===== src/rtl/core/tpkc_pkg.sv =====
// Shared types and constants for the threshold-promote key cache.
// Holds the word structs of both channels, the controller command struct and
// the configuration register indexes. Depends on nothing.
`default_nettype none

package tpkc_pkg;

    // Field widths fixed by the channel definition.
    localparam int KEY_W    = 32;
    localparam int POS_W    = 4;
    localparam int HITS_W   = 16;
    localparam int OCC_W    = 5;
    localparam int CFG_IDX_W = 1;
    localparam int CFG_DATA_W = 16;

    localparam logic [HITS_W-1:0] HITS_MAX = '1;

    // Configuration register indexes.
    localparam logic [CFG_IDX_W-1:0] REG_THRESHOLD = 1'b0;
    localparam logic [CFG_IDX_W-1:0] REG_CAPACITY  = 1'b1;

    // Reset values of the configuration registers.
    localparam logic [HITS_W-1:0] THRESHOLD_RST = 16'd5;
    localparam logic [OCC_W-1:0]  CAPACITY_RST  = 5'd4;

    // Input command codes.
    localparam logic CMD_ACCESS = 1'b0;
    localparam logic CMD_CLEAR  = 1'b1;

    // Input word.
    typedef struct packed {
        logic             cmd;
        logic [KEY_W-1:0] key;
    } in_word_t;

    // Result word.
    typedef struct packed {
        logic              hit;
        logic [POS_W-1:0]  found_position;
        logic [HITS_W-1:0] count_after;
        logic              promoted;
        logic              evicted;
        logic [KEY_W-1:0]  evicted_key;
        logic [OCC_W-1:0]  occupancy;
    } out_word_t;

    // Commands from the controller to the datapath.
    typedef struct packed {
        logic capture;   // take the input word and latch the search result
        logic commit;    // update the list and load the result word
    } tpkc_cmd_t;

endpackage

`default_nettype wire


===== src/rtl/core/threshold_promote_key_cache_top.sv =====
// Top level of the threshold-promote key cache (move-to-front list cache).
// Instantiates tpkc_ctrl and tpkc_dp; uses tpkc_pkg for word types.
//
//   channel   direction  handshake            word
//   s_        in         s_valid / s_ready    tpkc_pkg::in_word_t  (cmd, key)
//   m_        out        m_valid / m_ready    tpkc_pkg::out_word_t (result)
//   cfg_      in         cfg_we               cfg_index, cfg_wdata
//
// Each word is handled in an acceptance step, which searches all held entries
// in parallel, and an update step, which shifts the list and loads the result register.
// A new word is taken in the cycle after the update, even while the last result waits.
// A stalled result register holds the update step until it is taken.
// Reset is synchronous and needs no clearing pass; the list starts empty.
`default_nettype none

module threshold_promote_key_cache_top #(
    parameter int CAPACITY = 16,
    parameter int KEY_BITS = 32
) (
    input  wire logic                             aclk,
    input  wire logic                             aresetn,
    input  wire logic                             cfg_we,
    input  wire logic [tpkc_pkg::CFG_IDX_W-1:0]   cfg_index,
    input  wire logic [tpkc_pkg::CFG_DATA_W-1:0]  cfg_wdata,
    input  wire logic                             s_valid,
    output logic                                  s_ready,
    input  wire tpkc_pkg::in_word_t               s_data,
    output logic                                  m_valid,
    input  wire logic                             m_ready,
    output tpkc_pkg::out_word_t                   m_data
);
    import tpkc_pkg::*;

    // Capacity in use is a 5-bit register, so no more than 31 entries are ever held.
    localparam int DEPTH = (CAPACITY < 31) ? CAPACITY : 31;

    tpkc_cmd_t cmd;

    tpkc_ctrl u_ctrl (
        .aclk    (aclk),
        .aresetn (aresetn),
        .s_valid (s_valid),
        .s_ready (s_ready),
        .m_valid (m_valid),
        .m_ready (m_ready),
        .cmd     (cmd)
    );

    tpkc_dp #(
        .DEPTH    (DEPTH),
        .KEY_BITS (KEY_BITS)
    ) u_dp (
        .aclk      (aclk),
        .aresetn   (aresetn),
        .cfg_we    (cfg_we),
        .cfg_index (cfg_index),
        .cfg_wdata (cfg_wdata),
        .s_data    (s_data),
        .cmd       (cmd),
        .m_data    (m_data)
    );

endmodule

`default_nettype wire


===== src/rtl/core/tpkc_ctrl.sv =====
// Controller of the key cache: two-state sequencer and result-valid flag.
// Depends on tpkc_pkg for the command struct.
`default_nettype none

module tpkc_ctrl (
    input  wire logic             aclk,
    input  wire logic             aresetn,
    input  wire logic             s_valid,
    output logic                  s_ready,
    output logic                  m_valid,
    input  wire logic             m_ready,
    output tpkc_pkg::tpkc_cmd_t   cmd
);
    import tpkc_pkg::*;

    typedef enum logic [1:0] {
        ST_IDLE   = 2'b01,
        ST_UPDATE = 2'b10
    } state_t;

    state_t state_reg, state_next;
    logic   m_valid_reg, m_valid_next;
    logic   out_free;

    // The result register can be loaded when empty or being emptied now.
    assign out_free = !m_valid_reg || m_ready;

    assign s_ready     = (state_reg == ST_IDLE);
    assign m_valid     = m_valid_reg;
    assign cmd.capture = s_valid && s_ready;
    assign cmd.commit  = (state_reg == ST_UPDATE) && out_free;

    // Next state: accept in idle, commit once the result register is free.
    always_comb begin
        state_next = state_reg;
        unique case (state_reg)
            ST_IDLE: begin
                if (s_valid) state_next = ST_UPDATE;
            end
            ST_UPDATE: begin
                if (out_free) state_next = ST_IDLE;
            end
            default: state_next = ST_IDLE;
        endcase
    end

    // Result-valid flag.
    always_comb begin
        m_valid_next = m_valid_reg;
        if (cmd.commit) begin
            m_valid_next = 1'b1;
        end else if (m_ready) begin
            m_valid_next = 1'b0;
        end
    end

    always_ff @(posedge aclk) begin
        if (!aresetn) begin
            state_reg   <= ST_IDLE;
            m_valid_reg <= 1'b0;
        end else begin
            state_reg   <= state_next;
            m_valid_reg <= m_valid_next;
        end
    end

    // An accepted word is always followed by the update step.
    a_accept_then_update: assert property (@(posedge aclk) disable iff (!aresetn)
        cmd.capture |=> (state_reg == ST_UPDATE))
        else $error("accepted word not followed by update");

    // A commit never overwrites a result that is still waiting.
    a_commit_free: assert property (@(posedge aclk) disable iff (!aresetn)
        cmd.commit |-> (!m_valid_reg || m_ready))
        else $error("commit while result register busy");

    // A commit always presents a result in the next cycle.
    a_commit_valid: assert property (@(posedge aclk) disable iff (!aresetn)
        cmd.commit |=> m_valid_reg)
        else $error("commit did not raise result valid");

endmodule

`default_nettype wire


===== src/rtl/core/tpkc_dp.sv =====
// Datapath of the key cache: configuration registers, the ordered key list,
// parallel search, list shifting and the result register. Uses tpkc_pkg.
`default_nettype none

module tpkc_dp #(
    parameter int DEPTH    = 16,
    parameter int KEY_BITS = 32
) (
    input  wire logic                                aclk,
    input  wire logic                                aresetn,
    input  wire logic                                cfg_we,
    input  wire logic [tpkc_pkg::CFG_IDX_W-1:0]      cfg_index,
    input  wire logic [tpkc_pkg::CFG_DATA_W-1:0]     cfg_wdata,
    input  wire tpkc_pkg::in_word_t                  s_data,
    input  wire tpkc_pkg::tpkc_cmd_t                 cmd,
    output tpkc_pkg::out_word_t                      m_data
);
    import tpkc_pkg::*;

    localparam int PW = $clog2(DEPTH);
    localparam int HW = $clog2(DEPTH + 1);
    localparam logic [OCC_W-1:0] DEPTH_CAP = OCC_W'(DEPTH);

    // Configuration registers.
    logic [HITS_W-1:0] threshold_reg;
    logic [OCC_W-1:0]  capacity_reg;

    // The list, front at entry 0.
    logic [KEY_BITS-1:0] entry_key_reg  [DEPTH];
    logic [HITS_W-1:0]   entry_hits_reg [DEPTH];
    logic [HW-1:0]       held_reg, held_next;

    // Word under work, latched at acceptance together with the search result.
    logic                cmd_reg;
    logic [KEY_BITS-1:0] key_reg;
    logic                found_reg;
    logic [PW-1:0]       pos_reg;
    logic [HITS_W-1:0]   hits_reg;

    out_word_t           out_reg, out_next;

    logic [KEY_BITS-1:0] key_in;
    logic                found_c;
    logic [PW-1:0]       pos_c;
    logic [HITS_W-1:0]   hits_c;

    logic [OCC_W-1:0]    eff_cap;
    logic                promote;
    logic                evict;
    logic [PW-1:0]       last_pos;
    logic [HW-1:0]       held_kept;
    logic [HITS_W-1:0]   hits_inc;
    logic [DEPTH-1:0]    shift_en;
    logic                write_front;
    logic [HITS_W-1:0]   front_hits;

    // Configuration writes.
    always_ff @(posedge aclk) begin
        if (!aresetn) begin
            threshold_reg <= THRESHOLD_RST;
            capacity_reg  <= CAPACITY_RST;
        end else if (cfg_we) begin
            unique case (cfg_index)
                REG_THRESHOLD: threshold_reg <= cfg_wdata;
                REG_CAPACITY:  capacity_reg  <= cfg_wdata[OCC_W-1:0];
                default:       ;
            endcase
        end
    end

    // Search of the held entries on the incoming key; the front match wins.
    assign key_in = KEY_BITS'(s_data.key);

    always_comb begin
        found_c = 1'b0;
        pos_c   = '0;
        hits_c  = '0;
        for (int i = DEPTH - 1; i >= 0; i--) begin
            if ((HW'(i) < held_reg) && (entry_key_reg[i] == key_in)) begin
                found_c = 1'b1;
                pos_c   = PW'(i);
                hits_c  = entry_hits_reg[i];
            end
        end
    end

    always_ff @(posedge aclk) begin
        if (cmd.capture) begin
            cmd_reg   <= s_data.cmd;
            key_reg   <= key_in;
            found_reg <= found_c;
            pos_reg   <= pos_c;
            hits_reg  <= hits_c;
        end
    end

    // Capacity in force: zero acts as one, and it never exceeds the storage.
    always_comb begin
        if (capacity_reg == '0) begin
            eff_cap = OCC_W'(1);
        end else if (capacity_reg > DEPTH_CAP) begin
            eff_cap = DEPTH_CAP;
        end else begin
            eff_cap = capacity_reg;
        end
    end

    // Update decisions for the word under work. A miss overflows when the list
    // already holds the capacity in force or more.
    assign hits_inc  = (hits_reg == HITS_MAX) ? hits_reg : hits_reg + 1'b1;
    assign promote   = found_reg && (hits_reg >= threshold_reg) && (pos_reg != '0);
    assign evict     = !found_reg && (held_reg != '0)
                       && (OCC_W'(held_reg) >= eff_cap);
    assign last_pos  = PW'(held_reg - 1'b1);
    assign held_kept = evict ? (held_reg - 1'b1) : held_reg;

    // A miss pushes the whole list back; a promotion only the entries ahead of it.
    always_comb begin
        shift_en[0] = 1'b0;
        for (int i = 1; i < DEPTH; i++) begin
            shift_en[i] = !found_reg || (promote && (PW'(i) <= pos_reg));
        end
    end

    assign write_front = !found_reg || promote;
    assign front_hits  = found_reg ? hits_inc : HITS_W'(1);

    always_ff @(posedge aclk) begin
        if (cmd.commit && (cmd_reg == CMD_ACCESS)) begin
            for (int i = 1; i < DEPTH; i++) begin
                if (shift_en[i]) begin
                    entry_key_reg[i]  <= entry_key_reg[i-1];
                    entry_hits_reg[i] <= entry_hits_reg[i-1];
                end
            end
            if (write_front) begin
                entry_key_reg[0]  <= key_reg;
                entry_hits_reg[0] <= front_hits;
            end else begin
                entry_hits_reg[pos_reg] <= hits_inc;
            end
        end
    end

    // Occupancy.
    always_comb begin
        held_next = held_reg;
        if (cmd.commit) begin
            if (cmd_reg == CMD_CLEAR) begin
                held_next = '0;
            end else if (!found_reg) begin
                held_next = held_kept + 1'b1;
            end
        end
    end

    always_ff @(posedge aclk) begin
        if (!aresetn) begin
            held_reg <= '0;
        end else begin
            held_reg <= held_next;
        end
    end

    // Result word; a clear reports all zeros.
    always_comb begin
        out_next = '0;
        if (cmd_reg == CMD_ACCESS) begin
            out_next.hit            = found_reg;
            out_next.found_position = found_reg ? POS_W'(pos_reg) : '0;
            out_next.count_after    = front_hits;
            out_next.promoted       = promote;
            out_next.evicted        = evict;
            out_next.evicted_key    = evict ? KEY_W'(entry_key_reg[last_pos]) : '0;
            out_next.occupancy      = found_reg ? OCC_W'(held_reg)
                                                : OCC_W'(held_kept + 1'b1);
        end
    end

    always_ff @(posedge aclk) begin
        if (cmd.commit) begin
            out_reg <= out_next;
        end
    end

    assign m_data = out_reg;

    // The list never holds more entries than storage.
    a_held_bound: assert property (@(posedge aclk) disable iff (!aresetn)
        held_reg <= HW'(DEPTH))
        else $error("occupancy beyond storage");

    // A committed clear empties the list.
    a_clear_empties: assert property (@(posedge aclk) disable iff (!aresetn)
        (cmd.commit && (cmd_reg == CMD_CLEAR)) |=> (held_reg == '0))
        else $error("clear left entries");

    // A hit never changes the occupancy.
    a_hit_keeps_held: assert property (@(posedge aclk) disable iff (!aresetn)
        (cmd.commit && (cmd_reg == CMD_ACCESS) && found_reg) |=> $stable(held_reg))
        else $error("hit changed occupancy");

endmodule

`default_nettype wire

===== config.mk =====
export PLATFORM = sky130hd
export DESIGN_NAME = threshold_promote_key_cache_top
export DESIGN_NICKNAME = d
export VERILOG_FILES = /design/src/rtl/core/tpkc_pkg.sv /design/src/rtl/core/threshold_promote_key_cache_top.sv /design/src/rtl/core/tpkc_ctrl.sv /design/src/rtl/core/tpkc_dp.sv
export SDC_FILE = /design/constraint.sdc
export NUM_CORES = 2
export LEC_CHECK = 0
export ABC_CLOCK_PERIOD_IN_PS = 7600
export BUFFER_PORTS_ARGS = -buffer_cell sky130_fd_sc_hd__buf_2
export CAP_MARGIN = 15
export CORE_MARGIN = 8
export CORE_UTILIZATION = 41
export CTS_CLUSTER_SIZE = 10
export DETAILED_ROUTE_END_ITERATION = 12
export GPL_TIMING_DRIVEN = 0
export HOLD_SLACK_MARGIN = 0.03
export SETUP_SLACK_MARGIN = 0.5
export SYNTH_ARGS = -nofsm -noshare
export SYNTH_HDL_FRONTEND = slang
export SYNTH_SLANG_ARGS = --single-unit

===== constraint.sdc =====
create_clock -name aclk -period 7.6 [get_ports aclk]
set_input_delay 1.52 -clock aclk [delete_from_list [all_inputs] [get_ports aclk]]
set_output_delay 1.52 -clock aclk [all_outputs]
set_load 0.03 [all_outputs]

# Word-level counts from Yosys, hierarchy flattened
# Memory sizes are Yosys's and may differ from the RTL's. A register that Yosys moved wholly into a read port is not among the register bits.
# Cells that the tools add are included.
classes:
  n_addsub: 3
  order_cmp: 34
  eq_ne: 21
  n_mux: 98
  bitwise_logic: 4
  reduce_logical: 71
ops:
  columns: ["operator", "count"]
  rows:
  - ["$eq 32x32->1", 16]
  - ["$mux 16", 19]
  - ["$mux 1", 56]
  - ["$lt 4x5->1 const A", 8]
  - ["$logic_and 1x1->1", 38]
  - ["$mux 4", 9]
  - ["$le 4x4->1 const A", 8]
  - ["$mux 5", 5]
  - ["$lt 3x5->1 const A", 4]
  - ["$logic_or 1x1->1", 17]
  - ["$add 16x1->16 const B", 1]
  - ["$eq 16x16->1 const B", 1]
  - ["$ge 16x16->1", 1]
  - ["$le 3x4->1 const A", 4]
  - ["$reduce_or 16->1", 1]
  - ["$reduce_or 15->1", 1]
  - ["$mux 3", 4]
  - ["$lt 1x5->1 const A", 2]
  - ["$lt 2x5->1 const A", 2]
  - ["$le 2x4->1 const A", 2]
  - ["$mux 2", 4]
  - ["$reduce_or 8->1", 1]
  - ["$reduce_and 2->1", 3]
  - ["$reduce_or 2->1", 3]
  - ["17 further kinds", 21]
word_totals:
  regBits: 111
  ramBits: 768
  in_bits: 55
  out_inout_bits: 62
  wordCells: 252
  n_memories: 2
memory_table:
  columns: ["name", "words", "word_bits", "read_ports", "rd_ports_with_merged_regs", "write_ports", "line", "rtl"]
  rows:
  - ["u_dp.entry_key_reg", 16, 32, 17, 1, 16, "tpkc_dp.sv:29", "logic [KEY_BITS-1:0] entry_key_reg [DEPTH];"]
  - ["u_dp.entry_hits_reg", 16, 16, 16, 0, 16, "tpkc_dp.sv:30", "logic [HITS_W-1:0] entry_hits_reg [DEPTH];"]

# Logic depth before layout (Yosys ltp)
# An unclocked memory read counts as a cell.
logic_depth:
  depth_word: 19
  ltp_mapped: 19
  ltp_nobuf: 18

# Hierarchy
# From an unflattened synthesis, not the netlist that was laid out.
hier_totals:
  cells_unflattened: 3433
  hier_area_um2: 44687.9
by_module_without_submodules:
  columns: ["module", "n_inst", "cells_each", "area_per_inst_um2", "seq_area_each_um2"]
  rows:
  - ["tpkc_dp", 1, 3420, 44554.0, 27005.9]
  - ["tpkc_ctrl", 1, 13, 133.9, 60.1]

# Worst setup path after synthesis
# No wires, ideal clock.
synth_timing:
  kind: "input port to flip-flop"
  start: "input m_ready"
  end: "memory u_dp.entry_key_reg[13][0], enable pin"
  setup_time_ps: 461
  t_arrival_ps: 5978
  required_ps: 7139
  setup_slack_ps: 1161
  cell_stages: 6
  cell_sequence: "nand2b_1 -> nand2b_1 -> inv_1 -> nand2b_1 -> clkbuf_1 -> nor3_1"
synth_lines:
  columns: ["item", "line", "rtl"]
  rows:
  - ["start, declared", "threshold_promote_key_cache_top.sv:29", "input wire logic m_ready,"]
  - ["end, declared", "tpkc_dp.sv:29", null]

# Worst setup path after layout
layout_timing:
  start: "input s_data[4] (netlist name)"
  end: "register u_dp.hits_reg[10], data pin"
layout_between:
  elab_chain_cells: 18
  elab_cells_between_ends: 48
layout_rtl:
  columns: ["item", "line", "rtl"]
  rows:
  - ["start, declared", "threshold_promote_key_cache_top.sv:27", "input wire tpkc_pkg::in_word_t s_data,"]
  - ["$eq 32x32->1", "tpkc_dp.sv:79", "if ((HW'(i) < held_reg) && (entry_key_reg[i] == key_in)) begin"]
  - ["$logic_and 1x1->1", "tpkc_dp.sv:79", null]
  - ["$mux 16 (15 in series)", "tpkc_dp.sv:79", null]
  - ["$mux 16 (*)", "tpkc_dp.sv:79", null]
  - ["named net u_dp.hits_c[10]", "tpkc_dp.sv:45", "logic [HITS_W-1:0] hits_c;"]
  - ["end signal, assigned", "tpkc_dp.sv:93", "hits_reg <= hits_c;"]
  - ["end, declared", "tpkc_dp.sv:38", "logic [HITS_W-1:0] hits_reg;"]
# The timed path passes the listed nets; every way through them passes the cells marked *.
# A chain may end at the register's enable or synchronous reset.

==> summary.txt <==
Worst setup path
  • Critical path data arrival time: 6.67 ns
  • R2r startpoint: u_dp.held_reg[1]
  • Crit Path Category: in -> reg
  • CP bufs+invs: 4
  • Worst R2R End: u_dp.m_data[25]
  • Critical path depth in cells: 12
  • CP endpoint kind: flip-flop
  • CP Launch Point: s_data[4]
  • Worst Setup EP: u_dp.hits_reg[10]
  • R2R depth: 10
  • Crit-path slowest cell: o31ai_1
  • Critical Path Source Type: input pin
  • CP max FO: 10
  • Crit path cell chain: buf_2 -> clkbuf_1 -> buf_2 -> xor2_1 -> nor4_1 -> nand3_1 -> nor4_2 -> clkbuf_1 -> a221oi_1 -> o311ai_1 -> a22oi_1 -> o31ai_1
  • CP top delay family: buffers and inverters
  • Req. time, crit path: 7.92 ns
  • Crit path largest cell delay: 0.93 ns
  • R2r setup slk: 1.89 ns

Floorplan
  • Die Wd: 348 µm
  • Die H: 348 µm
  • Site row count: 121
  • Num ports: 117
  • Die area: 121000 µm²
  • Initial core utilization: 41.4%
  • Core area: 109000 µm²

Detailed routing
  • Via count: 29.7k
  • Routed WL: 154 mm
  • Iteration-0 DRC count of the detailed router: 4156
  • Via density: 6.01
  • Drc violations: 0
  • Number of detailed-route iterations in the first pass: 6
  • Antenna viol nets, final: 0
  • DR WL/cell: 31.3 µm

Clocking
  • Clk slew on worst S/H paths: 0.06 ns
  • Clock sink total: 911
  • Post-cts sizing count: 0
  • CTS Hold Buffers Added: 0
  • CTS tree: done
  • Clock buffer count from CTS: 106
  • Worst-skew pair later-pin latency: 0.72 ns
  • H-tree depth: 3
  • Setup Buffers After CTS: 0
  • Root buffer cell: clkbuf_16
  • Clk buf depth: 3

Timing
  • Maximum clock rate: 158 MHz
  • Slew @ Worst Pin: 1.24 ns
  • Min cycle time layout: 6.35 ns
  • Final Max Tran Viols: 0
  • Relative slew slack: 16.5%
  • Unrepaired setup endpoints after global routing: no
  • Clk_skew: 0.0473 ns
  • # setup viols final: 0
  • Final Hold Fails: 0
  • Final Cycle Share: 83.5%

Final layout
  • Final non-filler cell total: 4942
  • Max FFs per register: 512
  • Share of cells above drive strength 1: 20.7%
  • Area grow syn2layout: 13.7%
  • Nets: 3553

Yosys
  • Post-synthesis area per instance: 14.1 µm²
  • Ys flop type: edfxtp_1
  • Post-synth cell types: 66
  • Async S/R FF share, synth: 0%
  • Net Count, Synth: 3291
  • Most frequent cell after synthesis: edfxtp_1
  • Sequential area share after synthesis: 59.9%
  • Post-synthesis register bit count: 911
  • Yosys top cell by area: edfxtp_1
  • Most instantiated cells after synthesis: edfxtp_1 (882), xnor2_1 (279), xor2_1 (257), mux2_2 (205), nand2_1 (171)
  • Synth top area cells: edfxtp_1 (59%), mux4_2 (6.4%), xnor2_1 (5.4%)
  • YS warnings: 0
  • Cells after synthesis: 3211
  • Top cell type's share of synthesized area: 58.7%
  • Synth Cell Area: 45200 µm²
  • Post-synth EDFFs: 882

Power and ir drop
  • Total power: 10.9 mW
  • Pwr dens: 212 nW/µm²
  • Lkg Pwr: 16.7 nW
  • Maximum vdd drop: 0.206 mV

GRT
  • Busiest metal layer after global routing: met1
  • Largest net degree at the start of global routing: 58
  • GRT overflow: 0
  • Total GRT Usage: 24.8%
  • Met3 Track Usage GR: 5.78%
  • Vias in the first global route: 28.6k
  • Met1 usage: 36.7%
  • Met2 Resource Use GR: 35.5%
  • Initial antenna violation count: 6
  • First-pass GRT wire length: 214 mm

Place
  • Hpwl dp: 123 mm
  • PortBufs: 115
  • RePlAce Congestion: 0.950
  • DP Cell Count: 4774

Min path
  • Worst min path class: reg -> reg
  • Hold Path Stages: 0

Job
  • Max_cap viols: 0

Run status
  • Status: complete, no violations
cell families after synthesis:
| group | synth area share, % |
|---|---|
| AOI/OAI and AO/OA | 5.89 |
| xor gates and xnor gates | 10.4 |
| adders and majority gates | 0.693 |
| buffers and inverters | 2.45 |
| DFF | 59.9 |
| muxes | 13.0 |
| and+or+nand+nor | 7.60 |
metal layers:
metal | vias to the layer above | part of all wire [%]
li1 | 12700 | -
met1 | 15000 | 43
met2 | 1738 | 42
met3 | 214 | 11
met4 | 0 | 3.5
met5 | - | 0
per-stage QoR:
step | hold slack (ns) | setup TNS [ns] | utilization [%] | instance area [µm²] | worst slack [ns]
2_1_floorplan | 0.400 | 0 | - | 45200 | 1.16
3_5_place_dp | 0.405 | 0 | 44.2 | 48200 | 0.842
3_3_place_gp | 0.400 | -291.40 | 43.6 | 47500 | -2.41
4_1_cts | 0.411 | 0 | 47.0 | 51300 | 1.55
6_report | 0.414 | 0 | 47.1 | 51300 | 1.25
5_1_grt | 0.413 | 0 | 47.1 | 51300 | 1.12
layout make-up:
| cell class | count | area, µm² |
|---|---|---|
| repair buffers | 154 | 1180 |
| diodes | 2 | 5.00 |
| inverters | 51 | 194 |
| multi-input cells | 2034 | 17200 |
| plain buffers | 215 | 916 |
| clock buffers | 147 | 2880 |
| flip-flops and latches | 911 | 27100 |
| well taps | 1414 | 1770 |
| clock inverters | 14 | 175 |
| fillers | 9685 | 57700 |
cell usage in the layout (no fill, tap or decap), drive strengths merged, types with 25 or more instances in the layout:
cell and n:
xor2 257, nor2b 42, edfxtp 882, ha 25, nand4 84, mux2 210, xnor2 279, mux2i 63
and2 31, nor3 34, a21oi 85, nor2 124, a22oi 27, buf 254, clkbuf 262, a211oi 68
nand3 45, mux4 128, nand2 171, o21ai 110, dfxtp 29, inv 53, nor4 69
worst min path at each step:
stage,from,end
floorplan,u_dp.key_reg[0],u_dp.entry_key_reg[0][0]
global placement,u_dp.key_reg[19],u_dp.entry_key_reg[0][19]
detailed placement,u_dp.key_reg[13],u_dp.entry_key_reg[0][13]
CTS,u_dp.key_reg[15],u_dp.entry_key_reg[0][15]
global route,u_dp.key_reg[15],u_dp.entry_key_reg[0][15]
finish,u_dp.key_reg[15],u_dp.entry_key_reg[0][15]
power by group:
group	leakage [nW]	internal [mW]	total [mW]	switching, mW
sequential	8.26	5.51	5.55	0.0402
clock	1.47	2.61	4.71	2.09
combinational	6.93	0.184	0.614	0.430
Power figures use the tool's default switching activity.
